--- src/design/f8dq_pkg.sv ---
// types and constants shared by the fp8 e4m3 scaled dequantizer
`timescale 1ns / 1ps
package f8dq_pkg;

	// output encodings selected by the format register
	localparam logic [1:0] FMT_F32  = 2'd0;
	localparam logic [1:0] FMT_F16  = 2'd1;
	localparam logic [1:0] FMT_BF16 = 2'd2;
	// unused encoding, behaves as float32
	localparam logic [1:0] FMT_RSVD = 2'd3;

	// canonical quiet nans
	localparam logic [31:0] QNAN_F32  = 32'h7fc0_0000;
	localparam logic [31:0] QNAN_F16  = 32'h0000_7e00;
	localparam logic [31:0] QNAN_BF16 = 32'h0000_7fc0;

	// e4m3fn code fields
	localparam logic [3:0] E4M3_EXP_MAX = 4'hf;
	localparam logic [2:0] E4M3_MAN_NAN = 3'h7;

	typedef struct packed {
		logic [7:0]  q_byte;
		logic [31:0] scale_bits;
	} in_item_t;

	typedef struct packed {
		logic [31:0] result_bits;
		logic        is_nan;
	} out_item_t;

endpackage

--- src/design/fp8_e4m3_scaled_dequantize.sv ---
// top level of the fp8 e4m3fn block-scaled dequantizer
`timescale 1ns / 1ps
// fp8 e4m3fn scaled dequantizer
//
// in channel: in_valid / in_stall / in_data carry one fp8 code and the float32
// scale of its block. a request is taken on a rising edge with in_valid high
// and in_stall low. out channel: out_valid / out_stall / out_data carry the
// encoded result and a nan flag, taken the same way.
// cfg channel: cfg_valid / cfg_ready / cfg_data write the 2-bit output format
// (0 float32, 1 float16, 2 bfloat16, 3 behaves as float32). cfg_ready is
// always high; write it only while the pipe is empty.
//
// four register stages: input, normalized product, float32 rounding, output.
// a result moves through the product, rounding and output registers to
// out_valid; a new request is taken every cycle, one per clock sustained.
// the whole pipe advances together; it holds only while the output register
// is full and out_stall is high, and then in_stall is high too.
// reset empties all stages and sets the format to float32.
module fp8_e4m3_scaled_dequantize (
	input  logic                 clk,
	input  logic                 arst_n,
	input  logic                 in_valid,
	output logic                 in_stall,
	input  f8dq_pkg::in_item_t   in_data,
	output logic                 out_valid,
	input  logic                 out_stall,
	output f8dq_pkg::out_item_t  out_data,
	input  logic                 cfg_valid,
	output logic                 cfg_ready,
	input  logic [1:0]           cfg_data
);
	import f8dq_pkg::*;

	// pipe advance: everything moves unless the output is held
	logic adv;
	logic [1:0] fmt_q;

	logic valid_s1, valid_s2, valid_s3, valid_s4;
	in_item_t item_s1;

	// stage 2 registers: normalized product
	logic              sign_s2, nan_s2, inf_s2, zero_s2;
	logic [27:0]       norm_s2;
	logic signed [9:0] bexp_s2;

	// stage 3 registers: float32 product
	logic [31:0] f32_s3;
	logic        nan_s3;

	out_item_t res_s4;

	assign adv       = !(valid_s4 && out_stall);
	assign in_stall  = !adv;
	assign cfg_ready = 1'b1;
	assign out_valid = valid_s4;
	assign out_data  = res_s4;

	always_ff @(posedge clk or negedge arst_n) begin
		if (!arst_n) begin
			fmt_q <= FMT_F32;
		end else if (cfg_valid && cfg_ready) begin
			fmt_q <= cfg_data;
		end
	end

	always_ff @(posedge clk or negedge arst_n) begin
		if (!arst_n) begin
			valid_s1 <= 1'b0;
			valid_s2 <= 1'b0;
			valid_s3 <= 1'b0;
			valid_s4 <= 1'b0;
		end else if (adv) begin
			valid_s1 <= in_valid;
			valid_s2 <= valid_s1;
			valid_s3 <= valid_s2;
			valid_s4 <= valid_s3;
		end
	end

	always_ff @(posedge clk) begin
		if (adv) begin
			item_s1 <= in_data;
		end
	end

	// ---------------- stage 2: decode, multiply, normalize ----------------
	function automatic logic [4:0] lzc28(input logic [27:0] v);
		logic [4:0] n;
		n = 5'd0;
		for (int i = 0; i < 28; i++) begin
			if (v[i]) n = 5'(27 - i);
		end
		return n;
	endfunction

	logic [3:0]        e8;
	logic [2:0]        m8;
	logic [3:0]        sig8;
	logic [7:0]        es;
	logic [22:0]       ms;
	logic [23:0]       sigs;
	logic signed [9:0] exp8, exps, bexp_d;
	logic [27:0]       prod, norm_d;
	logic [4:0]        lz;
	logic              nan_d, inf_d, zero_d;

	always_comb begin
		e8   = item_s1.q_byte[6:3];
		m8   = item_s1.q_byte[2:0];
		es   = item_s1.scale_bits[30:23];
		ms   = item_s1.scale_bits[22:0];
		sig8 = {(e8 != 4'd0), m8};
		sigs = {(es != 8'd0), ms};
		exp8 = (e8 == 4'd0) ? -10'sd9 : $signed({6'd0, e8}) - 10'sd10;
		exps = (es == 8'd0) ? -10'sd149 : $signed({2'd0, es}) - 10'sd150;
		prod = 28'(sig8) * 28'(sigs);
		lz   = lzc28(prod);
		norm_d = prod << lz;
		// biased float32 exponent of the leading one
		bexp_d = exp8 + exps + 10'sd154 - $signed({5'd0, lz});
		zero_d = (sig8 == 4'd0) || (sigs == 24'd0);
		nan_d  = (e8 == E4M3_EXP_MAX && m8 == E4M3_MAN_NAN)
			|| (es == 8'hff && ms != 23'd0)
			|| (es == 8'hff && sig8 == 4'd0);
		inf_d  = (es == 8'hff) && !nan_d;
	end

	always_ff @(posedge clk) begin
		if (adv) begin
			sign_s2 <= item_s1.q_byte[7] ^ item_s1.scale_bits[31];
			nan_s2  <= nan_d;
			inf_s2  <= inf_d;
			zero_s2 <= zero_d;
			norm_s2 <= norm_d;
			bexp_s2 <= bexp_d;
		end
	end

	// ---------------- stage 3: round to float32 ----------------
	logic signed [9:0] sh_t;
	logic [4:0]        sh;
	logic [59:0]       x32;
	logic [24:0]       q32, qr32;
	logic [9:0]        ebase32, etot32;
	logic [31:0]       f32_d;

	always_comb begin
		// subnormal results shift further right
		sh_t = 10'sd5 - bexp_s2;
		if (bexp_s2 > 10'sd0) begin
			sh = 5'd4;
		end else if (sh_t > 10'sd31) begin
			sh = 5'd31;
		end else begin
			sh = sh_t[4:0];
		end
		x32  = {norm_s2, 32'd0} >> sh;
		q32  = x32[56:32];
		qr32 = q32 + 25'(x32[31] & ((|x32[30:0]) | q32[0]));
		ebase32 = (bexp_s2 > 10'sd0) ? 10'(bexp_s2 - 10'sd1) : 10'd0;
		// the hidden bit and any rounding carry land in the exponent
		etot32  = ebase32 + {8'd0, qr32[24:23]};
		if (inf_s2 || nan_s2) begin
			f32_d = {sign_s2, 8'hff, 23'd0};
		end else if (zero_s2) begin
			f32_d = {sign_s2, 31'd0};
		end else if (etot32 >= 10'd255) begin
			f32_d = {sign_s2, 8'hff, 23'd0};
		end else begin
			f32_d = {sign_s2, etot32[7:0], qr32[22:0]};
		end
	end

	always_ff @(posedge clk) begin
		if (adv) begin
			f32_s3 <= f32_d;
			nan_s3 <= nan_s2;
		end
	end

	// ---------------- stage 4: output encoding ----------------
	logic              fs;
	logic [7:0]        fe;
	logic [22:0]       fm;
	logic signed [9:0] b16, sh16_t;
	logic [4:0]        sh16;
	logic [55:0]       x16;
	logic [11:0]       q16, qr16;
	logic [9:0]        ebase16, etot16;
	logic [15:0]       h16, bf16;
	out_item_t         res_d;

	always_comb begin
		fs = f32_s3[31];
		fe = f32_s3[30:23];
		fm = f32_s3[22:0];
		b16    = $signed({2'd0, fe}) - 10'sd112;
		sh16_t = 10'sd14 - b16;
		if (b16 > 10'sd0) begin
			sh16 = 5'd13;
		end else if (sh16_t > 10'sd31) begin
			sh16 = 5'd31;
		end else begin
			sh16 = sh16_t[4:0];
		end
		x16  = {1'b1, fm, 32'd0} >> sh16;
		q16  = x16[43:32];
		qr16 = q16 + 12'(x16[31] & ((|x16[30:0]) | q16[0]));
		ebase16 = (b16 > 10'sd0) ? 10'(b16 - 10'sd1) : 10'd0;
		etot16  = ebase16 + {8'd0, qr16[11:10]};
		// float32 subnormals are far below the half-precision range
		if (fe == 8'hff) begin
			h16 = {fs, 5'h1f, 10'd0};
		end else if (fe == 8'd0) begin
			h16 = {fs, 15'd0};
		end else if (etot16 >= 10'd31) begin
			h16 = {fs, 5'h1f, 10'd0};
		end else begin
			h16 = {fs, etot16[4:0], qr16[9:0]};
		end

		// bfloat16 is the upper half rounded; carries run into the exponent
		bf16 = f32_s3[31:16]
			+ 16'(f32_s3[15] & ((|f32_s3[14:0]) | f32_s3[16]));

		res_d.is_nan = nan_s3;
		unique case (fmt_q)
			FMT_F16: begin
				res_d.result_bits = nan_s3 ? QNAN_F16 : {16'd0, h16};
			end
			FMT_BF16: begin
				res_d.result_bits = nan_s3 ? QNAN_BF16 : {16'd0, bf16};
			end
			default: begin
				res_d.result_bits = nan_s3 ? QNAN_F32 : f32_s3;
			end
		endcase
	end

	always_ff @(posedge clk) begin
		if (adv) begin
			res_s4 <= res_d;
		end
	end

	// ---------------- checks ----------------
	a_nan_canonical: assert property (@(posedge clk) disable iff (!arst_n)
		out_valid && out_data.is_nan |->
			(out_data.result_bits == QNAN_F32) || (out_data.result_bits == QNAN_F16)
			|| (out_data.result_bits == QNAN_BF16))
		else $error("nan result not canonical");

	a_half_upper_zero: assert property (@(posedge clk) disable iff (!arst_n)
		out_valid && ((fmt_q == FMT_F16) || (fmt_q == FMT_BF16)) |->
			out_data.result_bits[31:16] == 16'd0)
		else $error("16-bit result has upper bits set");

	a_stall_cause: assert property (@(posedge clk) disable iff (!arst_n)
		in_stall |-> out_valid && out_stall)
		else $error("input stalled without a held output");

	a_pipe_flow: assert property (@(posedge clk) disable iff (!arst_n)
		!in_stall && valid_s3 |=> out_valid)
		else $error("result lost between float32 and output stage");

endmodule

--- config.mk ---
export PLATFORM = sky130hd
export DESIGN_NAME = fp8_e4m3_scaled_dequantize
export DESIGN_NICKNAME = d
export VERILOG_FILES = /design/src/design/f8dq_pkg.sv /design/src/design/fp8_e4m3_scaled_dequantize.sv
export SDC_FILE = /design/constraint.sdc
export NUM_CORES = 1
export LEC_CHECK = 0
export BUFFER_PORTS_ARGS = -buffer_cell sky130_fd_sc_hd__buf_2
export CAP_MARGIN = 25
export CORE_MARGIN = 2
export CORE_UTILIZATION = 47
export DETAILED_ROUTE_END_ITERATION = 8
export PLACE_DENSITY_LB_ADDON = 0.1
export SYNTH_ARGS = -nofsm -noshare
export SYNTH_HDL_FRONTEND = slang
export SYNTH_SLANG_ARGS = --single-unit
export TNS_END_PERCENT = 30
--- constraint.sdc ---
create_clock -name clk -period 15.9 [get_ports clk]
set_clock_uncertainty 0.2 [all_clocks]
set_input_delay 3.18 -clock clk [delete_from_list [all_inputs] [get_ports clk]]
set_output_delay 3.18 -clock clk [all_outputs]
set_load 0.005 [all_outputs]
==> results.yml, run 1 <==
run_status:
  outcome: "complete, no violations"
worst_setup_path:
  critical_path_class: "register to register"
  cp_max_fo: 26
  critPathMostFrequentCell: "sky130_fd_sc_hd__inv_1"
  setup.worst_path.start_class: "register"
  required_ns: 15.91
  critical_path.max_stage_delay_ns: 0.54
  cp_data_arrival_time_ns: 8.91
  critical_path.endpoint_type: "register"
  critical-path-slowest-cell: "sky130_fd_sc_hd__or4_1"
die:
  design.die.area_um2: 39330
  die_w_um: 198.3
  starting_density_of_the_core_pct: 47.46
  pin_count: 83
  rows: 71
  placeableCoreArea_um2: 37400
  dieHeight_um: 198.3
clock_tree:
  cts.htree.levels: 4
  cts.repair.resized: 0
  ctsHoldBuffers: 0
  cts_inserted_buffers: 17
  post-cts-setup-buffer-count: 0
  clock_path_buffers: 2
  tritoncts: "yes"
  cts.root.buffer_cell: "sky130_fd_sc_hd__clkbuf_16"
  clk_transition_reported_paths_ns: 0.07
  cts_sinks: 154
  clk_latency_ns: 0.47
finish:
  area_growth_pct: 6.605
  multiInputGateArea_um2: 12270
  postLayoutCoreUtil_pct: 50.59
  design.final.nets: 2218
  antenna_cells_inserted: 0
  final_layout_size_suffix_gt1_share_pct: 11.57
  fill_cells: 3593
  seqCellArea_um2: 4594
sta:
  finalSetupViolCount: 0
  max_slew_headroom_pct: 28.64
  tns_ns: 0
  fin_hold_ws_ns: 0.2207
  tightestPinTransition_ns: 1.057
  setup_repair_after_global_routing_missed_its_margin: "false"
  post-route-min-period_ns: 8.901
  max_freq_mhz: 112.3
  final_hold_viol_count: 0
  final-max-slew-violation-count: 0
  period_share_pct: 55.98
drt:
  first_iter_violations: 1282
  routed_via_density: 6.199
  routed_wl_um: 54600
  drt_first_pass_iters: 5
  drt-wirelength-per-cell_um: 21.26
  post-route-drc-count: 0
  antenna_violating_nets_post_route: 0
  detailroute.via_count: 15918
grt:
  via_count_of_the_first_global_routing_pass: 15163
  grt_antenna_before_repair: 0
  grt_first_pass_wirelength_um: 85830
  grt_max_degree: 66
  tot_gr_track_use_pct: 28.11
  global_route.overflow_total: 0
job:
  drv_cap: 0
logic_synthesis:
  post-synth-top-count-cell: "sky130_fd_sc_hd__nand2_1"
  synth_top_area_cell: "sky130_fd_sc_hd__edfxtp_1"
  synth.ff_latch_count: 154
  post_synth_top_cells: "174 x sky130_fd_sc_hd__nand2_1, 173 x sky130_fd_sc_hd__nor2_1, 148 x sky130_fd_sc_hd__edfxtp_1"
  yosys_warning_count: 0
  synth_ff_type: "sky130_fd_sc_hd__edfxtp_1"
  synth_area_per_cell_um2: 8.675
  postSynth.asyncResetShare_pct: 3.896
  syn_nets: 2219
  ys_top_cells_by_area: "sky130_fd_sc_hd__edfxtp_1 25%, sky130_fd_sc_hd__mux2i_1 6.7%, sky130_fd_sc_hd__fa_1 5.8%, sky130_fd_sc_hd__ha_1 5.3%, sky130_fd_sc_hd__and2_1 3.9%"
  netlist.area_leader.share_pct: 25.04
  synth.lib_cells_used.distinct: 115
  mappedNetlistArea_um2: 17750
  synth-edff-count: 148
  syn-instance-count: 2046
  synth_sequential_area_ratio_pct: 25.89
placed_design:
  detailedPlacementHpwl_um: 41210
  globalplace.congestion: 0.9772
  place.port_buffers: 81
worst_hold_path:
  worst_min_delay_path_class: "register to register"
-- per-stage QoR --
step	setup WS, ns	cells	instance area, um^2
global placement	7.038	2537	18400
floorplan	5.896	2046	17750
finish	6.999	2568	18920
CTS	7.007	2568	18920
global route	6.250	2568	18920
detailed placement	7.031	2537	18400
-- final timing paths --
check | from | end | slack [ns] | cells past startpoint
min in group asynchronous | arst_n | valid_s1 | 2.33 | 1
setup reg to reg | e8[1] | bexp_s2[9] | 7.00 | 30
setup / recovery | e8[1] | bexp_s2[9] | 7.00 | 30
hold / removal | sign_s2 | f32_s3[31] | 0.22 | 0
hold reg to reg | sign_s2 | f32_s3[31] | 0.22 | 0
max in group asynchronous | arst_n | out_valid | 13.04 | 1
-- area by class of cell --
class	count	share of cell area, %
inverters	85	1.700
flip-flops and latches	154	24.28
well taps	511	3.379
clock inverters	13	0.5026
multi-input cells	1684	64.85
repair buffers	103	3.015
clock buffers	18	2.268
-- worst max-delay path: cells and delay by family, from the launching register on --
| kind | cells | cell delay, ns |
|---|---|---|
| buffers and inverters | 6 | 1.10 |
| AO/OA/AOI/OAI | 11 | 2.15 |
| AND/OR/NAND/NOR | 5 | 1.56 |
| adder cells (fa/ha/maj) | 6 | 2.50 |
| XOR/XNOR | 2 | 0.63 |
| flip-flops | 1 | 0.47 |
-- registers in the layout (all words and copies together) (netlist names), 2 cells and up --
register,cells
bexp_s2,10
es,8
item_s1,28
out_data,33
fmt_q,2
norm_s2,28
f32_s3,32
e8,4
-- cells in the final DEF, fill, tap and decap left out, drive strengths merged, types with 27 or more instances in the layout --
| cell | netlist | routed |
|---|---|---|
| a21oi | 99 | 99 |
| xnor2 | 57 | 57 |
| fa | 51 | 51 |
| o211ai | 35 | 35 |
| inv | 84 | 88 |
| xor2 | 40 | 40 |
| and2 | 112 | 112 |
| nor2 | 174 | 174 |
| o21ai | 108 | 108 |
| nor3 | 50 | 50 |
| ha | 75 | 75 |
| nand2 | 177 | 177 |
| edfxtp | 148 | 148 |
| nand3 | 75 | 75 |
| a22oi | 41 | 41 |
| buf | 55 | 103 |
| mux2i | 125 | 125 |
| a211oi | 30 | 30 |
| o22ai | 27 | 27 |
| nand4 | 27 | 27 |
-- metal layers --
metal | global-route usage [%] | routed length [um]
met5 | 0 | 0
met4 | 14.06 | 2586
met3 | 4.173 | 2772
met2 | 45.90 | 25880
met1 | 36.29 | 23360
-- logic make-up (layout without fill, tap and decap cells) --
family | after synthesis | after routing | share of synthesized area [%]
AOI/OAI and AO/OA | 541 | 541 | 21.60
xor gates and xnor gates | 97 | 97 | 4.787
adders and majority gates | 126 | 126 | 11.04
buffers and inverters | 208 | 219 | 5.125
DFF | 154 | 154 | 25.89
muxes | 151 | 151 | 8.974
other | 1 | 1 | 0.02113
and+or+nand+nor | 768 | 768 | 22.57
Power of run 1 is left out: the tool's default activity adds up to more than one toggle a clock period on the data nets, which glitch-free logic cannot reach.
==> run 2, diff against run 1 <==
==> constraint.sdc (replaced) <==
create_clock -name clk -period 8.2 [get_ports clk]
set_clock_uncertainty 0.2 [all_clocks]
set_input_delay 1.64 -clock clk [delete_from_list [all_inputs] [get_ports clk]]
set_output_delay 1.64 -clock clk [all_outputs]
set_load 0.005 [all_outputs]
==> run 2 against run 1 <==
Via count rose by 4.9%. Register-to-register slack got worse by 6.7 ns. Die area stayed put. Sequential share of layout area decreased by 1.7 points. Critical path depth grew 1. Count of clock-buffer cells in the layout decreased by 1. Core utilization rose by 3.8 points.
==> results.yml, run 2 (synthesized netlist as in run 1, its figures left out) <==
run_status:
  outcome: "complete, no violations"
clock_tree:
  clk_latency_ns: 0.47
  ctsHoldBuffers: 0
  cts.root.buffer_cell: "sky130_fd_sc_hd__clkbuf_16"
  clk_transition_reported_paths_ns: 0.07
  tritoncts: "yes"
  cts_inserted_buffers: 17
  cts_sinks: 154
  clock_path_buffers: 2
  cts.htree.levels: 4
die:
  pin_count: 83
  placeableCoreArea_um2: 37400
  dieHeight_um: 198.3
  die_w_um: 198.3
  starting_density_of_the_core_pct: 47.46
  rows: 71
  design.die.area_um2: 39330
sta:
  final-max-slew-violation-count: 0
  post-route-min-period_ns: 7.862
  post-route-worst-setup-slack_ns: 0.3378
  tightestPinTransition_ns: 0.9221
  period_share_pct: 95.88
  finalSetupViolCount: 0
  fin_hold_ws_ns: 0.2229
  final_hold_viol_count: 0
  max_freq_mhz: 127.2
  max_slew_headroom_pct: 37.72
worst_setup_path:
  cp_max_fo: 26
  cp_data_arrival_time_ns: 7.87
  required_ns: 8.21
  critPathMostFrequentCell: "sky130_fd_sc_hd__inv_1"
  critical_path_class: "register to register"
  critical_path.max_stage_delay_ns: 0.55
  setup.worst_path.start_class: "register"
  critical-path-slowest-cell: "sky130_fd_sc_hd__fa_1"
  critical_path.endpoint_type: "register"
grt:
  tot_gr_track_use_pct: 28.84
  via_count_of_the_first_global_routing_pass: 15962
  grt_max_degree: 58
  grt_first_pass_wirelength_um: 88170
  global_route.overflow_total: 0
  gr-usage-met3_pct: 3.628
  grt_antenna_before_repair: 0
  gr-usage-met2_pct: 47.72
  global_route.usage.met1_pct: 36.98
  globalRoute.busiestLayer: "met2"
placed_design:
  place_ws_ns: -0.01856
  detailedPlacementHpwl_um: 43360
  place.port_buffers: 81
  globalplace.congestion: 0.9471
drt:
  routed_wl_um: 56570
  detailroute.via_count: 16698
  first_iter_violations: 1473
  antenna_violating_nets_post_route: 0
  drt_first_pass_iters: 6
  post-route-drc-count: 0
  routed_via_density: 6.139
  drt-wirelength-per-cell_um: 20.80
finish:
  antenna_cells_inserted: 0
  final_layout_size_suffix_gt1_share_pct: 19.10
  layout.cells.most_common_list: "172 x sky130_fd_sc_hd__nor2_1, 172 x sky130_fd_sc_hd__nand2_1, 167 x sky130_fd_sc_hd__buf_4"
  design.final.nets: 2369
  area_growth_pct: 14.71
  flip_flop_count_of_the_largest_register_all_copies_and_words_added: 33
worst_hold_path:
  worst_min_delay_path_class: "register to register"
job:
  drv_cap: 0
[run 2: cell count changes in the layout (fill, tap and decap cells not counted), sizes merged]
cell and delta:
clkbuf -1, clkinvlp +1, buf +151, clkinv -4, inv +4, bufinv +1
[run 2: layout make-up]
type / instances / area (um^2)
Sequential cell: 154 / 4594
Inverter: 85 / 321.6
Clock buffer: 17 / 425.4
Timing Repair Buffer: 254 / 1770
Tap cell: 511 / 639.4
Multi-Input combinational cell: 1684 / 12450
Clock inverter: 15 / 158.9
Fill cell: 3532 / 17040
[run 2: critical path: cells and delay by family (launching register included)]
| family | cells | cell delay, ns |
|---|---|---|
| compound gates | 9 | 1.69 |
| simple gates | 7 | 1.78 |
| fa+ha+maj | 7 | 2.77 |
| buf+inv | 7 | 0.55 |
| xor+xnor | 1 | 0.15 |
| flops | 1 | 0.44 |
[run 2: worst paths after layout]
path | from | endpoint | slack (ns) | cells past startpoint
min in group asynchronous | arst_n | fmt_q[0] | 0.79 | 1
max in group asynchronous | arst_n | fmt_q[1] | 6.88 | 1
worst min-delay path | sign_s2 | f32_s3[31] | 0.22 | 0
worst min register to register | sign_s2 | f32_s3[31] | 0.22 | 0
worst max register to register | e8[2] | bexp_s2[9] | 0.34 | 31
worst max-delay path | e8[2] | bexp_s2[9] | 0.34 | 31
[run 2: per-layer routing]
metal	share of wire (%)	up-vias
met1	43	8100
met5	0	-
met4	4.6	0
li1	-	7919
met3	4.8	121
met2	48	558
[run 2: repair_timing]
action,in CTS,in global routing
gates resized for setup,3,41
pin swaps,0,4
endpoints found under the setup margin,2,37
setup buffers,0,14
[run 2: through the flow]
| stage | std cells | cell area, um^2 | util, % | TNS [ns] |
|---|---|---|---|---|
| 2_1_floorplan | 2046 | 17750 | - | 0 |
| 3_3_place_gp | 2674 | 19480 | 52.08 | 0 |
| 3_5_place_dp | 2674 | 19480 | 52.08 | -0.01856 |
| 4_1_cts | 2706 | 20070 | 53.67 | 0 |
| 5_1_grt | 2720 | 20360 | 54.43 | -0.002391 |
| 6_report | 2720 | 20360 | 54.43 | 0 |
Power of run 2 is left out for the same reason.
==> run 3, diff against run 2 <==
--- a/config.mk
+++ b/config.mk
@@ -5,6 +5,7 @@
 export SDC_FILE = /design/constraint.sdc
 export NUM_CORES = 1
 export LEC_CHECK = 0
+export ABC_AREA = 1
 export BUFFER_PORTS_ARGS = -buffer_cell sky130_fd_sc_hd__buf_2
 export CAP_MARGIN = 25
 export CORE_MARGIN = 2
==> run 3 against run 2 <==
Global-route usage is 1.6 points lower. Maximum frequency rose by 6.0%. Count of clock-buffer cells in the layout grew 1. Critical endpoint is now out_data[2]. Highest routed layer unchanged.
==> results.yml, run 3 <==
clock_tree:
  post-cts-setup-buffer-count: 0
  clk_latency_ns: 0.45
  cts.root.buffer_cell: "sky130_fd_sc_hd__clkbuf_16"
  tritoncts: "yes"
  cts_sinks: 154
  cts.repair.resized: 0
  cts_inserted_buffers: 17
  clock_path_buffers: 2
  cts.htree.levels: 4
  clk_transition_reported_paths_ns: 0.08
  ctsHoldBuffers: 0
logic_synthesis:
  mappedNetlistArea_um2: 17310
  ys_top_cells_by_area: "sky130_fd_sc_hd__edfxtp_1 26%, sky130_fd_sc_hd__nand2_1 18%, sky130_fd_sc_hd__nand3_1 10%, sky130_fd_sc_hd__inv_1 7.3%, sky130_fd_sc_hd__fa_1 5.9%"
  yosys_warning_count: 0
  post-synth-top-count-cell: "sky130_fd_sc_hd__nand2_1"
  synth.ff_latch_count: 154
  syn-instance-count: 2616
  synth_ff_type: "sky130_fd_sc_hd__edfxtp_1"
  synth_sequential_area_ratio_pct: 26.54
  post_synth_top_cells: "818 x sky130_fd_sc_hd__nand2_1, 362 x sky130_fd_sc_hd__nand3_1, 337 x sky130_fd_sc_hd__inv_1"
  synth.lib_cells_used.distinct: 61
  synth_top_area_cell: "sky130_fd_sc_hd__edfxtp_1"
  synth_area_per_cell_um2: 6.617
  netlist.area_leader.share_pct: 25.67
  syn_nets: 2789
  synth-edff-count: 148
  postSynth.asyncResetShare_pct: 3.896
worst_setup_path:
  cp_max_fo: 21
  cp-startpoint: "f32_s3[27]"
  required_ns: 8.21
  rr_startpoint: "f32_s3[27]"
  critical_path.endpoint_type: "register"
  critical_path.max_stage_delay_ns: 0.55
  setup.worst_path.start_class: "register"
  critical_path_class: "register to register"
  cp_data_arrival_time_ns: 7.43
  critical-path-slowest-cell: "sky130_fd_sc_hd__edfxtp_1"
  critPathMostFrequentCell: "sky130_fd_sc_hd__nand2_1"
die:
  starting_density_of_the_core_pct: 47.51
  pin_count: 83
  die_w_um: 195.9
  dieHeight_um: 195.9
  design.die.area_um2: 38380
  placeableCoreArea_um2: 36430
  rows: 70
sta:
  setup_repair_after_global_routing_missed_its_margin: "false"
  max_freq_mhz: 134.8
  max_slew_headroom_pct: 38.81
  post-route-min-period_ns: 7.420
  period_share_pct: 90.48
  tightestPinTransition_ns: 0.9179
  tns_ns: 0
  final_hold_viol_count: 0
  finalSetupViolCount: 0
  final-max-slew-violation-count: 0
drt:
  routed_via_density: 5.438
  post-route-drc-count: 0
  first_iter_violations: 1494
  drt-wirelength-per-cell_um: 16.20
  routed_wl_um: 50770
  antenna_violating_nets_post_route: 0
  detailroute.via_count: 17037
  drt_first_pass_iters: 5
job:
  drv_cap: 0
finish:
  fill_cells: 3745
  final_layout_size_suffix_gt1_share_pct: 9.681
  antenna_cells_inserted: 0
  flip_flop_count_of_the_largest_register_all_copies_and_words_added: 33
  layout.cells.most_common_list: "817 x sky130_fd_sc_hd__nand2_1, 362 x sky130_fd_sc_hd__nand3_1, 337 x sky130_fd_sc_hd__inv_1"
  area_growth_pct: 7.532
  design.final.nets: 2825
  postLayoutCoreUtil_pct: 51.09
  layout.cells.most_common: "sky130_fd_sc_hd__nand2_1"
grt:
  tot_gr_track_use_pct: 27.21
  grt_first_pass_wirelength_um: 83890
  via_count_of_the_first_global_routing_pass: 15984
  grt_antenna_before_repair: 0
  global_route.overflow_total: 0
  grt_max_degree: 63
placed_design:
  detailedPlacementHpwl_um: 40110
  place.port_buffers: 81
  globalplace.congestion: 0.9498
run_status:
  outcome: "complete, no violations"
worst_hold_path:
  worstHoldStart: "sign_s2"
  worst_min_delay_path_class: "register to register"
-- run 3: area by class of cell --
cell class / instances / area (um^2) / share of cell area (%)
Inverter: 365 / 1375 / 7.387
Clock buffer: 18 / 429.2 / 2.306
Timing Repair Buffer: 107 / 604.3 / 3.247
Multi-Input combinational cell: 2007 / 10880 / 58.43
Tap cell: 468 / 585.6 / 3.146
Sequential cell: 154 / 4594 / 24.68
Clock inverter: 14 / 150.1 / 0.8066
-- run 3: per-stage QoR --
stage / setup slack, ns / hold WS [ns] / instances / instance area [um^2]
after floorplan: 0.7749 / 0.2003 / 2616 / 17310
after global placement: 0.8481 / 0.2103 / 3101 / 18020
after detailed placement: 0.6671 / 0.2311 / 3101 / 18020
after CTS: 0.6399 / 0.2428 / 3133 / 18600
after global routing: 0.03969 / 0.2478 / 3133 / 18610
final: 0.7803 / 0.2435 / 3133 / 18610
-- run 3: worst max-delay path: cells and delay by family, from the launching register on --
family / cells / cell delay (ns)
xor+xnor: 1 / 0.23
simple gates: 20 / 3.25
flops: 1 / 0.55
compound gates: 7 / 1.27
buf+inv: 5 / 0.50
fa+ha+maj: 4 / 1.16
-- run 3: path summary, 6_finish.rpt --
| check | endpoint | slack, ns | cells past startpoint |
|---|---|---|---|
| worst max-delay path | out_data[2] | 0.78 | 37 |
| max in group asynchronous | fmt_q[1] | 6.86 | 1 |
| min in group asynchronous | fmt_q[0] | 0.80 | 1 |
| worst min register to register | f32_s3[31] | 0.24 | 0 |
| worst min-delay path | f32_s3[31] | 0.24 | 0 |
| worst max register to register | out_data[2] | 0.78 | 37 |
-- run 3: cells by family (layout without fill, tap and decap cells) --
kind of cell / after synthesis / in the layout / synth area share, %
simple gates: 1558 / 1558 / 39.31
buf+inv: 455 / 504 / 10.80
compound gates: 260 / 260 / 8.833
flops: 154 / 154 / 26.54
fa+ha+maj: 126 / 126 / 11.32
xor+xnor: 62 / 62 / 3.180
other cells: 1 / 1 / 0.02166
-- run 3: layer usage --
metal	global-route usage, %	wire, um	up-vias
li1	-	-	8569
met2	41.51	21770	545
met5	0	0	-
met1	40.62	25140	7870
met4	6.958	794	0
met3	3.610	3065	53
Power of run 3 is left out for the same reason.
